### src/rtl/core/naive_substring_matcher_top_defines.svh
// Assertion macros shared by the substring matcher RTL.
// Used by the files under rtl/core that carry concurrent assertions; needs clk and rst_n in scope.
`ifndef NAIVE_SUBSTRING_MATCHER_TOP_DEFINES_SVH
`define NAIVE_SUBSTRING_MATCHER_TOP_DEFINES_SVH

// Consequent must hold in the same cycle as the antecedent.
`define NSM_ASSERT_HOLDS(label, ante, cons, msg) \
    label: assert property (@(posedge clk) disable iff (!rst_n) (ante) |-> (cons)) \
        else $error(msg);

// Consequent must hold in the cycle after the antecedent.
`define NSM_ASSERT_NEXT(label, ante, cons, msg) \
    label: assert property (@(posedge clk) disable iff (!rst_n) (ante) |=> (cons)) \
        else $error(msg);

`endif

### src/rtl/core/nsm_pkg.sv
// Package for the substring matcher: default sizes, operation codes and the queued command type.
// Used by the top, front end, queue, back end and testbench; depends on nothing.
package nsm_pkg;

    localparam int PMAX_DEFAULT = 64;
    localparam int QUEUE_DEPTH  = 2;

    localparam logic FUNC_PATTERN = 1'b0;
    localparam logic FUNC_TEXT    = 1'b1;

    typedef enum logic [1:0] {
        OP_PAT_BYTE  = 2'd0,
        OP_PAT_END   = 2'd1,
        OP_TEXT_BYTE = 2'd2,
        OP_TEXT_END  = 2'd3
    } op_t;

    typedef struct packed {
        op_t        op;
        logic [7:0] data;
    } cmd_t;

endpackage

### src/rtl/core/nsm_if.sv
// Handshake channel interfaces for the substring matcher: input items and result items.
// Standalone; no package needed.
interface nsm_in_if;
    logic       valid;
    logic       ready;
    logic       func;
    logic [7:0] data_byte;
    logic       last;

    modport source (output valid, output func, output data_byte, output last, input ready);
    modport sink   (input valid, input func, input data_byte, input last, output ready);
endinterface

interface nsm_out_if;
    logic valid;
    logic ready;
    logic found;
    logic pattern_overflow;

    modport source (output valid, output found, output pattern_overflow, input ready);
    modport sink   (input valid, input found, input pattern_overflow, output ready);
endinterface

### src/rtl/core/naive_substring_matcher_top.sv
// Top level of the exact substring matcher: front end, command queue and back end.
// Depends on nsm_pkg, nsm_if, nsm_front, nsm_queue and nsm_back.

// The block searches a text stream for a stored pattern of up to PMAX bytes. Pattern bytes
// (func 0) are loaded one item at a time with last marking the final byte; a pattern byte that
// arrives with no load open starts a new pattern, and bytes past PMAX are dropped and reported
// as overflow. Text bytes (func 1) shift into a PMAX-byte window, and at every text byte the
// newest pattern-length bytes are compared with the pattern in all PMAX byte lanes at once. The
// text item marked last produces exactly one result item, giving whether the pattern occurred
// anywhere in that text and whether the pattern in use was truncated; the text state is then
// cleared, the pattern is kept. An empty pattern matches any text. Text sent while a pattern
// load is still open is searched for the bytes loaded so far. The block takes one item per
// clock cycle, sustained, and while a result waits at the output it keeps taking items until
// the two-entry command queue is full. The result of a last text item passes through the
// command queue, the compare stage and the output register: at the head of the command queue
// its byte lanes are compared against the pattern into the compare stage, and from there the
// lane results are reduced into the output register. The per-cycle rate is set by the window
// compare, which handles one text byte in each cycle over all PMAX lanes unless stalled.
module naive_substring_matcher_top #(
    parameter int PMAX = nsm_pkg::PMAX_DEFAULT
) (
    input  logic      clk,
    input  logic      rst_n,
    nsm_in_if.sink    in_ch,
    nsm_out_if.source out_ch
);

    logic          push;
    logic          pop;
    logic          q_full;
    logic          q_valid;
    nsm_pkg::cmd_t push_cmd;
    nsm_pkg::cmd_t q_cmd;

    // Decodes each input item into a pattern or text command.
    nsm_front u_front (
        .in_ch  (in_ch),
        .q_full (q_full),
        .push   (push),
        .cmd    (push_cmd)
    );

    // Lets the input side keep accepting while the back end waits on the output.
    nsm_queue u_queue (
        .clk      (clk),
        .rst_n    (rst_n),
        .push     (push),
        .push_cmd (push_cmd),
        .pop      (pop),
        .full     (q_full),
        .q_valid  (q_valid),
        .q_cmd    (q_cmd)
    );

    // Holds pattern and window, compares, accumulates matches and drives results.
    nsm_back #(
        .PMAX (PMAX)
    ) u_back (
        .clk     (clk),
        .rst_n   (rst_n),
        .q_valid (q_valid),
        .q_cmd   (q_cmd),
        .pop     (pop),
        .out_ch  (out_ch)
    );

endmodule

### src/rtl/core/nsm_front.sv
// Front end of the substring matcher: takes input items and classifies them into commands.
// Depends on nsm_pkg and nsm_if.
module nsm_front (
    nsm_in_if.sink        in_ch,
    input  logic          q_full,
    output logic          push,
    output nsm_pkg::cmd_t cmd
);

    // An item is taken whenever the command queue has a free slot.
    assign in_ch.ready = !q_full;
    assign push        = in_ch.valid && !q_full;

    always_comb
    begin
        cmd.data = in_ch.data_byte;
        unique case ({in_ch.func, in_ch.last})
            {nsm_pkg::FUNC_PATTERN, 1'b0}: cmd.op = nsm_pkg::OP_PAT_BYTE;
            {nsm_pkg::FUNC_PATTERN, 1'b1}: cmd.op = nsm_pkg::OP_PAT_END;
            {nsm_pkg::FUNC_TEXT,    1'b0}: cmd.op = nsm_pkg::OP_TEXT_BYTE;
            {nsm_pkg::FUNC_TEXT,    1'b1}: cmd.op = nsm_pkg::OP_TEXT_END;
        endcase
    end

endmodule

### src/rtl/core/nsm_queue.sv
// Short command queue between the front end and the back end of the substring matcher.
// Depends on nsm_pkg and the assertion macro header.
`include "naive_substring_matcher_top_defines.svh"

module nsm_queue (
    input  logic          clk,
    input  logic          rst_n,
    input  logic          push,
    input  nsm_pkg::cmd_t push_cmd,
    input  logic          pop,
    output logic          full,
    output logic          q_valid,
    output nsm_pkg::cmd_t q_cmd
);

    localparam int DEPTH = nsm_pkg::QUEUE_DEPTH;
    localparam int PTR_W = (DEPTH > 1) ? $clog2(DEPTH) : 1;
    localparam int CNT_W = $clog2(DEPTH + 1);

    nsm_pkg::cmd_t    ent_reg [DEPTH];
    logic [PTR_W-1:0] wr_ptr_reg, wr_ptr_next;
    logic [PTR_W-1:0] rd_ptr_reg, rd_ptr_next;
    logic [CNT_W-1:0] count_reg, count_next;

    function automatic logic [PTR_W-1:0] ptr_inc(input logic [PTR_W-1:0] p);
        logic [PTR_W-1:0] r;
        r = (p == PTR_W'(DEPTH - 1)) ? '0 : p + PTR_W'(1);
        return r;
    endfunction

    assign full    = (count_reg == CNT_W'(DEPTH));
    assign q_valid = (count_reg != '0);
    assign q_cmd   = ent_reg[rd_ptr_reg];

    always_comb
    begin
        wr_ptr_next = push ? ptr_inc(wr_ptr_reg) : wr_ptr_reg;
        rd_ptr_next = pop ? ptr_inc(rd_ptr_reg) : rd_ptr_reg;
        count_next  = count_reg;
        if (push && !pop)
        begin
            count_next = count_reg + CNT_W'(1);
        end
        else if (pop && !push)
        begin
            count_next = count_reg - CNT_W'(1);
        end
    end

    always_ff @(posedge clk or negedge rst_n)
    begin
        if (!rst_n)
        begin
            wr_ptr_reg <= '0;
            rd_ptr_reg <= '0;
            count_reg  <= '0;
        end
        else
        begin
            wr_ptr_reg <= wr_ptr_next;
            rd_ptr_reg <= rd_ptr_next;
            count_reg  <= count_next;
        end
    end

    always_ff @(posedge clk)
    begin
        if (push)
        begin
            ent_reg[wr_ptr_reg] <= push_cmd;
        end
    end

    `NSM_ASSERT_HOLDS(a_no_push_when_full, push, count_reg != CNT_W'(DEPTH), "push into full queue")
    `NSM_ASSERT_HOLDS(a_no_pop_when_empty, pop, count_reg != '0, "pop from empty queue")
    `NSM_ASSERT_HOLDS(a_count_bound, 1'b1, count_reg <= CNT_W'(DEPTH), "queue count above depth")

endmodule

### src/rtl/core/nsm_back.sv
// Back end of the substring matcher: pattern and text window registers, parallel lane compare,
// match accumulation and the result register. Depends on nsm_pkg, nsm_if and the macro header.
`include "naive_substring_matcher_top_defines.svh"

module nsm_back #(
    parameter int PMAX = nsm_pkg::PMAX_DEFAULT
) (
    input  logic          clk,
    input  logic          rst_n,
    input  logic          q_valid,
    input  nsm_pkg::cmd_t q_cmd,
    output logic          pop,
    nsm_out_if.source     out_ch
);

    localparam int LEN_W = $clog2(PMAX + 1);

    // Pattern is held newest byte first, so lane k always faces text window lane k.
    logic [7:0]       pat_reg [PMAX];
    logic [7:0]       pat_next [PMAX];
    logic [LEN_W-1:0] plen_reg, plen_next;
    logic             popen_reg, popen_next;
    logic             povf_reg, povf_next;

    logic [7:0]       win_reg [PMAX];
    logic [7:0]       win_next [PMAX];
    logic [7:0]       win_shift [PMAX];
    logic [LEN_W-1:0] fill_reg, fill_next, fill_inc;

    logic [LEN_W-1:0] base_len;
    logic             base_ovf;
    logic             is_text, is_last;

    // Compare stage.
    logic             b_valid_reg;
    logic             b_last_reg;
    logic             b_ovf_reg;
    logic             b_cover_reg, b_cover_next;
    logic [PMAX-1:0]  b_eq_reg, b_eq_next;
    logic             b_match;
    logic             seen_reg, seen_next;

    logic             out_valid_reg, out_valid_next;
    logic             found_reg;
    logic             ovf_reg;
    logic             out_stall;
    logic             adv;

    assign out_stall = out_valid_reg && !out_ch.ready;
    assign adv       = !(b_valid_reg && b_last_reg && out_stall);
    assign pop       = q_valid && adv;

    always_comb
    begin
        base_len = popen_reg ? plen_reg : '0;
        base_ovf = popen_reg ? povf_reg : 1'b0;
        fill_inc = (fill_reg < LEN_W'(PMAX)) ? fill_reg + LEN_W'(1) : fill_reg;

        win_shift[0] = q_cmd.data;
        for (int k = 1; k < PMAX; k++)
        begin
            win_shift[k] = win_reg[k-1];
        end

        pat_next   = pat_reg;
        plen_next  = plen_reg;
        popen_next = popen_reg;
        povf_next  = povf_reg;
        win_next   = win_reg;
        fill_next  = fill_reg;
        is_text    = 1'b0;
        is_last    = 1'b0;

        if (pop)
        begin
            unique case (q_cmd.op) inside
                nsm_pkg::OP_PAT_BYTE, nsm_pkg::OP_PAT_END:
                begin
                    // A byte arriving with no load open starts a fresh pattern.
                    plen_next  = base_len;
                    povf_next  = base_ovf;
                    popen_next = (q_cmd.op == nsm_pkg::OP_PAT_BYTE);
                    if (base_len < LEN_W'(PMAX))
                    begin
                        pat_next[0] = q_cmd.data;
                        for (int k = 1; k < PMAX; k++)
                        begin
                            pat_next[k] = pat_reg[k-1];
                        end
                        plen_next = base_len + LEN_W'(1);
                    end
                    else
                    begin
                        povf_next = 1'b1;
                    end
                end
                nsm_pkg::OP_TEXT_BYTE, nsm_pkg::OP_TEXT_END:
                begin
                    is_text   = 1'b1;
                    is_last   = (q_cmd.op == nsm_pkg::OP_TEXT_END);
                    win_next  = win_shift;
                    // A match needs the fill to cover the pattern length, so clearing the fill clears the text.
                    fill_next = is_last ? '0 : fill_inc;
                end
            endcase
        end
    end

    // Lane compare against the window as it stands after this text byte.
    always_comb
    begin
        for (int k = 0; k < PMAX; k++)
        begin
            b_eq_next[k] = (pat_reg[k] == win_shift[k]) || (LEN_W'(k) >= plen_reg);
        end
        b_cover_next = (fill_inc >= plen_reg);
    end

    assign b_match = b_cover_reg && (&b_eq_reg);

    always_comb
    begin
        seen_next      = seen_reg;
        out_valid_next = out_valid_reg && !out_ch.ready;
        if (adv && b_valid_reg)
        begin
            seen_next = b_last_reg ? 1'b0 : (seen_reg || b_match);
            if (b_last_reg)
            begin
                out_valid_next = 1'b1;
            end
        end
    end

    always_ff @(posedge clk or negedge rst_n)
    begin
        if (!rst_n)
        begin
            plen_reg      <= '0;
            popen_reg     <= 1'b0;
            povf_reg      <= 1'b0;
            fill_reg      <= '0;
            b_valid_reg   <= 1'b0;
            seen_reg      <= 1'b0;
            out_valid_reg <= 1'b0;
        end
        else
        begin
            plen_reg      <= plen_next;
            popen_reg     <= popen_next;
            povf_reg      <= povf_next;
            fill_reg      <= fill_next;
            seen_reg      <= seen_next;
            out_valid_reg <= out_valid_next;
            if (adv)
            begin
                b_valid_reg <= is_text;
            end
        end
    end

    always_ff @(posedge clk)
    begin
        pat_reg <= pat_next;
        win_reg <= win_next;
        if (adv)
        begin
            b_last_reg  <= is_last;
            b_ovf_reg   <= povf_reg;
            b_cover_reg <= b_cover_next;
            b_eq_reg    <= b_eq_next;
        end
        if (adv && b_valid_reg && b_last_reg)
        begin
            found_reg <= seen_reg || b_match;
            ovf_reg   <= b_ovf_reg;
        end
    end

    assign out_ch.valid            = out_valid_reg;
    assign out_ch.found            = found_reg;
    assign out_ch.pattern_overflow = ovf_reg;

    `NSM_ASSERT_HOLDS(a_len_bound, 1'b1, plen_reg <= LEN_W'(PMAX), "pattern length above PMAX")
    `NSM_ASSERT_HOLDS(a_fill_bound, 1'b1, fill_reg <= LEN_W'(PMAX), "window fill above PMAX")
    `NSM_ASSERT_NEXT(a_stall_holds_result, b_valid_reg && b_last_reg && out_stall,
        b_valid_reg && b_last_reg, "pending result lost under stall")
    `NSM_ASSERT_NEXT(a_text_end_clears, pop && (q_cmd.op == nsm_pkg::OP_TEXT_END),
        fill_reg == '0, "window not cleared after last text byte")

endmodule

### src/flat_wrapper.sv
// flat-port wrapper written by rule: the top's interface ports become plain ports
module naive_substring_matcher_top_flat 
#(
    parameter int PMAX = nsm_pkg::PMAX_DEFAULT
)
  (clk, rst_n, in_ch_valid, in_ch_func, in_ch_data_byte, in_ch_last, in_ch_ready, out_ch_valid, out_ch_found, out_ch_pattern_overflow, out_ch_ready);
  nsm_in_if in_ch_i ();
  nsm_out_if out_ch_i ();
  input  logic clk;
  input  logic rst_n;
  input wire logic [$bits(in_ch_i.valid)-1:0] in_ch_valid;
  input wire logic [$bits(in_ch_i.func)-1:0] in_ch_func;
  input wire logic [$bits(in_ch_i.data_byte)-1:0] in_ch_data_byte;
  input wire logic [$bits(in_ch_i.last)-1:0] in_ch_last;
  output wire logic [$bits(in_ch_i.ready)-1:0] in_ch_ready;
  output wire logic [$bits(out_ch_i.valid)-1:0] out_ch_valid;
  output wire logic [$bits(out_ch_i.found)-1:0] out_ch_found;
  output wire logic [$bits(out_ch_i.pattern_overflow)-1:0] out_ch_pattern_overflow;
  input wire logic [$bits(out_ch_i.ready)-1:0] out_ch_ready;
  assign in_ch_i.valid = in_ch_valid;
  assign in_ch_i.func = in_ch_func;
  assign in_ch_i.data_byte = in_ch_data_byte;
  assign in_ch_i.last = in_ch_last;
  assign in_ch_ready = in_ch_i.ready;
  assign out_ch_valid = out_ch_i.valid;
  assign out_ch_found = out_ch_i.found;
  assign out_ch_pattern_overflow = out_ch_i.pattern_overflow;
  assign out_ch_i.ready = out_ch_ready;
  naive_substring_matcher_top #(.PMAX(PMAX)) u_core (.clk(clk), .rst_n(rst_n), .in_ch(in_ch_i), .out_ch(out_ch_i));
endmodule
### config.mk
export PLATFORM = sky130hd
export DESIGN_NAME = naive_substring_matcher_top_flat
export DESIGN_NICKNAME = d
export VERILOG_FILES = /design/src/rtl/core/nsm_pkg.sv /design/src/rtl/core/nsm_if.sv /design/src/rtl/core/naive_substring_matcher_top.sv /design/src/rtl/core/nsm_front.sv /design/src/rtl/core/nsm_queue.sv /design/src/rtl/core/nsm_back.sv /design/src/flat_wrapper.sv
export VERILOG_INCLUDE_DIRS = /design/src /design/src/rtl/core
export SDC_FILE = /design/constraint.sdc
export NUM_CORES = 1
export LEC_CHECK = 0
export ABC_AREA = 1
export BUFFER_PORTS_ARGS = -buffer_cell sky130_fd_sc_hd__clkbuf_2
export CELL_PAD_IN_SITES_DETAIL_PLACEMENT = 1
export CELL_PAD_IN_SITES_GLOBAL_PLACEMENT = 1
export CORE_MARGIN = 8
export CORE_UTILIZATION = 37
export DETAILED_ROUTE_END_ITERATION = 8
export PLACE_DENSITY = 0.67
export REMOVE_ABC_BUFFERS = 1
export SLEW_MARGIN = 20
export SYNTH_ARGS = -nofsm -noshare
export SYNTH_HDL_FRONTEND = slang
export SYNTH_HIERARCHICAL = 1
export SYNTH_SLANG_ARGS = --single-unit
### constraint.sdc
create_clock -name clk -period 14.9 [get_ports clk]
set_input_delay 1.49 -clock clk [delete_from_list [all_inputs] [get_ports clk]]
set_output_delay 1.49 -clock clk [all_outputs]
set_load 0.05 [all_outputs]
==> impl_metrics.ini, run 1 <==
[flow_run]
drv_cap = 0

[setup_path]
crit_path_max_fanout = 135
slowest_stage = buf_4
critical_path_required_ps = 15170
cp.arrival_ps = 5440
crit_type = in -> reg
cp_top_family = buffers and inverters
crit_top_cell = nand2_4
crit_path_start_kind = input pin
crit_chain = clkbuf_2 > nor2_1 > nand2_4 > nand2_4 > inv_2 > nand2_4 > inv_8 > buf_4 > buf_4
cpPeakStageDelay_ps = 920
endpoint_kind = flip-flop
crit_buf_inv = 5

[routing]
via_per_inst = 4.79
drc = 0
num_vias = 19795
drt_iter0_drc = 1442
drt-pass1-iter-count = 6
final_antenna_net_count = 0
wire_per_inst_um = 19.9
wl_mm = 82.2

[clocking]
h-tree-depth = 3
clockBufferDepth = 3
cts-root-buf = clkbuf_16
cts_resized = 0
cts_hold_buf = 0
cts.sinks = 1128
clk_pin_slew_ps = 60
postCtsSetupRepairBufs = 0
cts_buffers = 112
cts_tree = built
clock_latency_ps = 670

[yosys]
ys_top_cells_by_area = edfxtp_1, xnor2_1, nand2_1
synthCells = 2414
yosysTopAreaCell = edfxtp_1
synth_most_common_cell = edfxtp_1
ys_types = 46
seq_area_frac_synth = 0.805
syn_area_sq_um = 41900
synth_top_area_share = 0.791
async_flop_share = 0.0204
synthTopCellsByCount = edfxtp_1, xnor2_1, nand2_1
synth_enable_flop_cells = 1105
ys.warnings.count = 6
synth_top_flop_cell = edfxtp_1
synth-seq-cells = 1128
avgSynthCellArea_sq_um = 17.4

[finish]
drive_above_1_share = 0.118
seq_area_sq_um = 33800
layout.nets = 2561
fillerInstances = 10809
area_growth_pct = 13.5
multi_input_area_sq_um = 7520
largest_reg_flops = 512

[timing]
finalCritPeriodShare = 0.347
max-slew-margin-rel = 0.0247
hold_viol = 0
finalMaxSlewViolations = 0
rsz0062_at_grt = false
setup_viol = 0
clock_skew_ps = 24.3
fin_tns_setup_ps = 0
fin_crit_ps = 5170
fin_hold_ws_ps = 426
worst-slew-pin-transition_ps = 1460
clock.fmax_mhz = 193

[pwr]
seqPwrFrac = 0.555
switching_share = 0.301
pwr-share-comb = 0.187
p_switching_w = 0.00328
p_clk_frac = 0.258
ir_drop_v = 0.000162
p_per_area_nw_per_um2 = 229
internal-power_w = 0.00763
p_leak_nw = 15.5

[grt]
grt_max_degree = 189
grt_pass1_vias = 21713
grt_pass1_wl_mm = 127
grt_antenna_before_repair = 1
grt_usage = 0.129
overflow = 0

[run_status]
status = complete, no violations

[floorplanning]
die_h_um = 353
initial_core_util = 0.373
die_w_um = 353
core_sq_um = 112000
num_rows = 123
die_area_sq_um = 124000
io_pins = 18

[place]
dpl.hpwl_mm = 53.4
port_buffers = 17
place_congestion = 0.770

[worst_hold_path]
hold_path_class = reg -> reg
-- layout make-up --
class / count / area share
Tap cell: 1500 / 0.0394
Timing Repair Buffer: 26 / 0.00363
Inverter: 144 / 0.0117
Clock inverter: 75 / 0.0150
Antenna cell: 1 / 0.0000526
Sequential cell: 1128 / 0.709
Multi-Input combinational cell: 1125 / 0.158
Clock buffer: 135 / 0.0629
-- placed cells by master, fill, tap and decap left out, drive strengths merged, types with 69 or more instances in the layout --
cell type,netlist,layout
xor2,69,69
or2,69,69
o21ai,73,73
nand2,229,229
inv,144,146
clkbuf,2,152
nand4,112,112
nor2,70,70
edfxtp,1105,1105
xnor2,362,362
-- power by group through the flow --
stage | registers (W) | logic, W | clock network [W]
3_3_place_gp | 0.00602 | 0.00201 | 0
2_1_floorplan | 0.00628 | 0.00145 | 0
4_1_cts | 0.00607 | 0.00210 | 0.00289
6_report | 0.00605 | 0.00204 | 0.00282
3_5_place_dp | 0.00611 | 0.00209 | 0
5_1_grt | 0.00618 | 0.00226 | 0.00300
-- stage by stage --
| step | setup WS, ps | instances | cell area, sq um | power, W | utilization |
|---|---|---|---|---|---|
| 5_1_grt | 9330 | 4133 | 47600 | 0.0114 | 0.423 |
| 3_3_place_gp | 8940 | 3923 | 43900 | 0.00803 | 0.390 |
| 4_1_cts | 9530 | 4133 | 47600 | 0.0111 | 0.423 |
| 2_1_floorplan | 1200 | 2397 | 41800 | 0.00773 | - |
| 6_report | 9730 | 4134 | 47600 | 0.0109 | 0.423 |
| 3_5_place_dp | 8790 | 3923 | 43900 | 0.00819 | 0.390 |
-- kinds of logic after synthesis --
family,after synthesis,synth area share
buf+inv,161,0.0158
compound gates,128,0.0183
flops,1128,0.805
simple gates,546,0.0645
mux,10,0.00349
xor+xnor,431,0.0900
fa+ha+maj,10,0.00298
-- final timing paths --
path / end / slack (ps) / start / cells past startpoint
worst max-delay path: u_core/u_back/win_reg[482] / 9730 / out_ch_ready / 9
worst min-delay path: u_core/u_back/out_ch.pattern_overflow / 430 / u_core/u_back/b_ovf_reg / 0
worst max register to register: u_core/u_back/win_reg[482] / 10290 / u_core/u_back/b_valid_reg / 9
worst min register to register: u_core/u_back/out_ch.pattern_overflow / 430 / u_core/u_back/b_ovf_reg / 0
max in group asynchronous: u_core/u_back/popen_reg / 13570 / rst_n / 1
min in group asynchronous: u_core/u_queue/wr_ptr_reg / 860 / rst_n / 1
-- metal layers --
layer	track usage	wire, um	vias to the layer above
met5	0	0	-
met4	0.0347	1660	0
met3	0.0217	3160	118
met2	0.220	40900	349
met1	0.170	36500	10266
li1	-	-	9062
Power figures use the tool's default switching activity.
==> run 2, diff against run 1 <==
==> constraint.sdc (replaced) <==
create_clock -name clk -period 4.96 [get_ports clk]
set_input_delay 0.496 -clock clk [delete_from_list [all_inputs] [get_ports clk]]
set_output_delay 0.496 -clock clk [all_outputs]
set_load 0.05 [all_outputs]
==> impl_metrics.ini, run 2 (synthesis gave the netlist of run 1 again) <==
[run_status]
status = complete, no violations

[timing]
max-slew-margin-rel = 0.324
clock_skew_ps = 26.5
finalCritPeriodShare = 0.649
finalMaxSlewViolations = 0
clock.fmax_mhz = 310
setup_viol = 0
worst-slew-pin-transition_ps = 1010
fin_crit_ps = 3220
rsz0062_at_grt = false
hold_viol = 0

[setup_path]
reg2reg_from = u_core/u_queue/rd_ptr_reg
critPathLaunch = u_core/u_queue/rd_ptr_reg
rr_worst_depth = 5
crit_path_max_fanout = 117
crit_type = reg -> reg
critical_path_required_ps = 5270
reg2reg_slack_ps = 1740
critPathCapture = u_core/u_back/pat_reg[421]
endpoint_kind = flip-flop
cp.arrival_ps = 3530
r2r-end = u_core/u_back/pat_reg[421]
crit_path_start_kind = flip-flop

[place]
dpl.hpwl_mm = 55.0
place_area_sq_um = 44100
place_congestion = 0.778
port_buffers = 17

[finish]
drive_above_1_share = 0.121
fillerInstances = 10830
layout.nets = 2575
area_growth_pct = 14.1
stdcell_area_sq_um = 47900
diodes = 0
largest_reg_flops = 512
final_cell_mix = edfxtp_1, xnor2_1, nand2_1
layout_commonest_cell = edfxtp_1

[grt]
grt_antenna_before_repair = 1
grt_pass1_vias = 21540
grt_usage = 0.131
grt_pass1_wl_mm = 129
overflow = 0
grt_max_degree = 118

[pwr]
p_per_area_nw_per_um2 = 690
seqPwrFrac = 0.549
power_w = 0.0330
p_clk_frac = 0.260
p_switching_w = 0.00999
internal-power_w = 0.0231
switching_share = 0.302
ir_drop_v = 0.000387
p_leak_nw = 15.6
pwr-share-comb = 0.191

[routing]
via_per_inst = 4.79
drt_iter0_drc = 1392
num_vias = 19846
drt-pass1-iter-count = 5
final_antenna_net_count = 0
wl_mm = 83.8
drc = 0
wire_per_inst_um = 20.2

[clocking]
h-tree-depth = 3
clockBufferDepth = 3
cts_tree = built
cts.sinks = 1128
cts-root-buf = clkbuf_16
cts_resized = 0
postCtsSetupRepairBufs = 0
clk_pin_slew_ps = 60
clock_latency_ps = 680
cts_buffers = 112

[floorplanning]
die_area_sq_um = 124000
die_w_um = 353
die_h_um = 353
num_rows = 123
io_pins = 18
initial_core_util = 0.373
core_sq_um = 112000

[flow_run]
drv_cap = 0

[worst_hold_path]
hold_path_class = in -> reg
## run 2: metal layers
metal	vias up	wire length [um]	global-route usage
met4	0	1770	0.0323
li1	9088	-	-
met3	122	3140	0.0220
met5	-	0	0
met1	10306	36800	0.173
met2	330	42100	0.226
## run 2: power by group through the flow
stage	logic, W	clock network [W]	registers, W
5_1_grt	0.00699	0.00913	0.0185
2_1_floorplan	0.00282	0	0.0155
3_3_place_gp	0.00619	0	0.0181
4_1_cts	0.00651	0.00881	0.0182
6_report	0.00631	0.00859	0.0181
3_5_place_dp	0.00645	0	0.0183
## run 2: area by class of cell
cell class | instances | area [sq um] | area share
flip-flops and latches | 1128 | 33800 | 0.705
multi-input cells | 1125 | 7520 | 0.157
clock buffers | 136 | 2910 | 0.0609
well taps | 1500 | 1880 | 0.0392
clock inverters | 73 | 823 | 0.0172
inverters | 144 | 556 | 0.0116
repair buffers | 40 | 413 | 0.00863
## run 2: per-stage QoR
stage,setup TNS [ps],hold WS [ps],util,worst slack [ps],instances
global route,0,12.1,0.425,1540,4146
finish,0,43.6,0.425,1740,4146
global placement,0,417,0.392,1750,3930
floorplan,-5573390,200,-,-7930,2397
CTS,0,4.02,0.425,1630,4146
detailed placement,0,422,0.392,1640,3930
## run 2: critical path, stage by stage, from the launching register on
cell     delay [ps]
dfrtp_1         810
mux2_4          410
nor2_8          190
nand2_2         140
inv_8           620
buf_4           560
## run 2: repair_timing
action,CTS,global route
hold buffers,7,0
endpoints found under the setup margin,0,0
hold endpoints to repair,35,0
## run 2: worst min path at each step
stage,startpoint,to,slack [ps],cells past startpoint
after floorplan,rst_n,u_core/u_back/b_valid_reg,200,0
after global placement,u_core/u_back/b_ovf_reg,u_core/u_back/out_ch.pattern_overflow,420,0
after detailed placement,u_core/u_back/b_ovf_reg,u_core/u_back/out_ch.pattern_overflow,420,0
after CTS,in_ch_data_byte[6],u_core/u_queue/ent_reg[1][6],4,1
after global routing,in_ch_data_byte[6],u_core/u_queue/ent_reg[1][6],10,1
final,in_ch_data_byte[6],u_core/u_queue/ent_reg[1][6],40,1
==> run 3, diff against run 2 <==
--- a/config.mk
+++ b/config.mk
@@ -13,7 +13,7 @@
 export CORE_MARGIN = 8
 export CORE_UTILIZATION = 37
 export DETAILED_ROUTE_END_ITERATION = 8
-export PLACE_DENSITY = 0.67
+export PLACE_DENSITY = 0.69
 export REMOVE_ABC_BUFFERS = 1
 export SLEW_MARGIN = 20
 export SYNTH_ARGS = -nofsm -noshare
==> constraint.sdc (replaced) <==
create_clock -name clk -period 2.7 [get_ports clk]
set_input_delay 0.27 -clock clk [delete_from_list [all_inputs] [get_ports clk]]
set_output_delay 0.27 -clock clk [all_outputs]
set_load 0.05 [all_outputs]
==> impl_metrics.ini, run 3 (synthesis gave the netlist of run 1 again) <==
[finish]
instances_no_fill = 4176
layout_commonest_cell = edfxtp_1
layout.nets = 2605
area_growth_pct = 14.9
final_cell_mix = edfxtp_1, xnor2_1, nand2_1
utilization = 0.428
drive_above_1_share = 0.126
largest_reg_flops = 512

[clocking]
cts.sinks = 1128
cts_hold_buf = 13
clock_latency_ps = 680
cts_resized = 0
clk_pin_slew_ps = 60
h-tree-depth = 3
postCtsSetupRepairBufs = 0
clockBufferDepth = 3
cts_tree = built
cts_buffers = 113
cts-root-buf = clkbuf_16

[setup_path]
reg2reg_from = u_core/u_back/plen_reg[2]
crit_path_max_fanout = 7
rr_worst_depth = 5
r2r-end = u_core/u_back/b_eq_reg[24]
crit_type = reg -> reg
critPathLaunch = u_core/u_back/plen_reg[2]
reg2reg_slack_ps = 340
critical_path_required_ps = 3200
critPathCapture = u_core/u_back/b_eq_reg[24]
crit_path_start_kind = flip-flop
cp.arrival_ps = 2870
endpoint_kind = flip-flop

[grt]
grt_pass1_vias = 22061
grt_usage = 0.135
grt_max_degree = 69
grt_pass1_wl_mm = 131
overflow = 0
grt_antenna_before_repair = 2

[timing]
worst-slew-pin-transition_ps = 972
max-slew-margin-rel = 0.352
finalCritPeriodShare = 0.876
finalMaxSlewViolations = 0
fin_crit_ps = 2360
setup_viol = 0
rsz0062_at_grt = false
clock_skew_ps = 33.2
hold_viol = 0
clock.fmax_mhz = 423

[run_status]
status = complete, no violations

[floorplanning]
die_area_sq_um = 124000
num_rows = 123
die_h_um = 353
io_pins = 18
initial_core_util = 0.373
die_w_um = 353
core_sq_um = 112000

[routing]
drt_iter0_drc = 1505
wl_mm = 86.2
drc = 0
final_antenna_net_count = 0
drt-pass1-iter-count = 6
via_per_inst = 4.82
wire_per_inst_um = 20.6
num_vias = 20113

[place]
place_congestion = 0.801
port_buffers = 17
dpl.hpwl_mm = 57.3
dpl.cell_count = 3953

[pwr]
p_leak_nw = 15.8
ir_drop_v = 0.000728
p_per_area_nw_per_um2 = 1270

[flow_run]
drv_cap = 0

[worst_hold_path]
hold_path_class = in -> async
run 3: cell types whose count changed in the layout (fill, tap and decap cells not counted), sizes merged:
cell / delta
clkinv: +5
clkbuf: -5
dlygate4sd3: +6
diode: +1
buf: +23
clkinvlp: +3
bufinv: -3
run 3: final cells by class:
class                   count  area, sq um
fillers                 10915        64300
flip-flops and latches   1128        33800
multi-input cells        1125         7520
clock buffers             131         2960
well taps                1500         1880
clock inverters            78          767
repair buffers             69          746
inverters                 144          556
diodes                      1         2.50
run 3: report_power, final:
group	total (W)	internal [W]	switching, W
Combinational	0.0123	0.00458	0.00773
Sequential	0.0333	0.0289	0.00440
Clock	0.0157	0.00909	0.00659
Total	0.0613	0.0426	0.0187
run 3: critical path, stage by stage, from the launching register on:
cell and delay, ps:
dfrtp_1 520, nor2_2 530, inv_1 370, nor2_4 340, inv_2 190, o211ai_1 230
run 3: metrics by stage:
stage               hold WS, ps  worst slack [ps]  area (sq um)  total power (W)  setup TNS, ps
floorplan                 -25.6            -10190         41800           0.0279       -7885370
global placement            334               475         44300           0.0450              0
detailed placement          349               389         44300           0.0460              0
CTS                         134               363         48200           0.0621              0
global route                187               217         48200           0.0641              0
finish                      172               336         48200           0.0613              0
run 3: worst min path at each step:
stage,to,slack (ps),start,cells after the start
after floorplan,u_core/u_back/b_valid_reg,-30,rst_n,0
after global placement,u_core/u_queue/wr_ptr_reg,330,rst_n,1
after detailed placement,u_core/u_queue/wr_ptr_reg,350,rst_n,1
after CTS,u_core/u_queue/count_reg[1],130,rst_n,2
after global routing,u_core/u_queue/wr_ptr_reg,190,rst_n,2
final,u_core/u_queue/wr_ptr_reg,170,rst_n,2
run 3: per-layer routing:
metal  GRT usage  part of all wire  up-vias
li1            -                 -     9146
met4      0.0331             0.021        2
met3      0.0298             0.052      137
met5           0           0.00014        -
met2       0.237              0.51      412
met1       0.169              0.42    10416
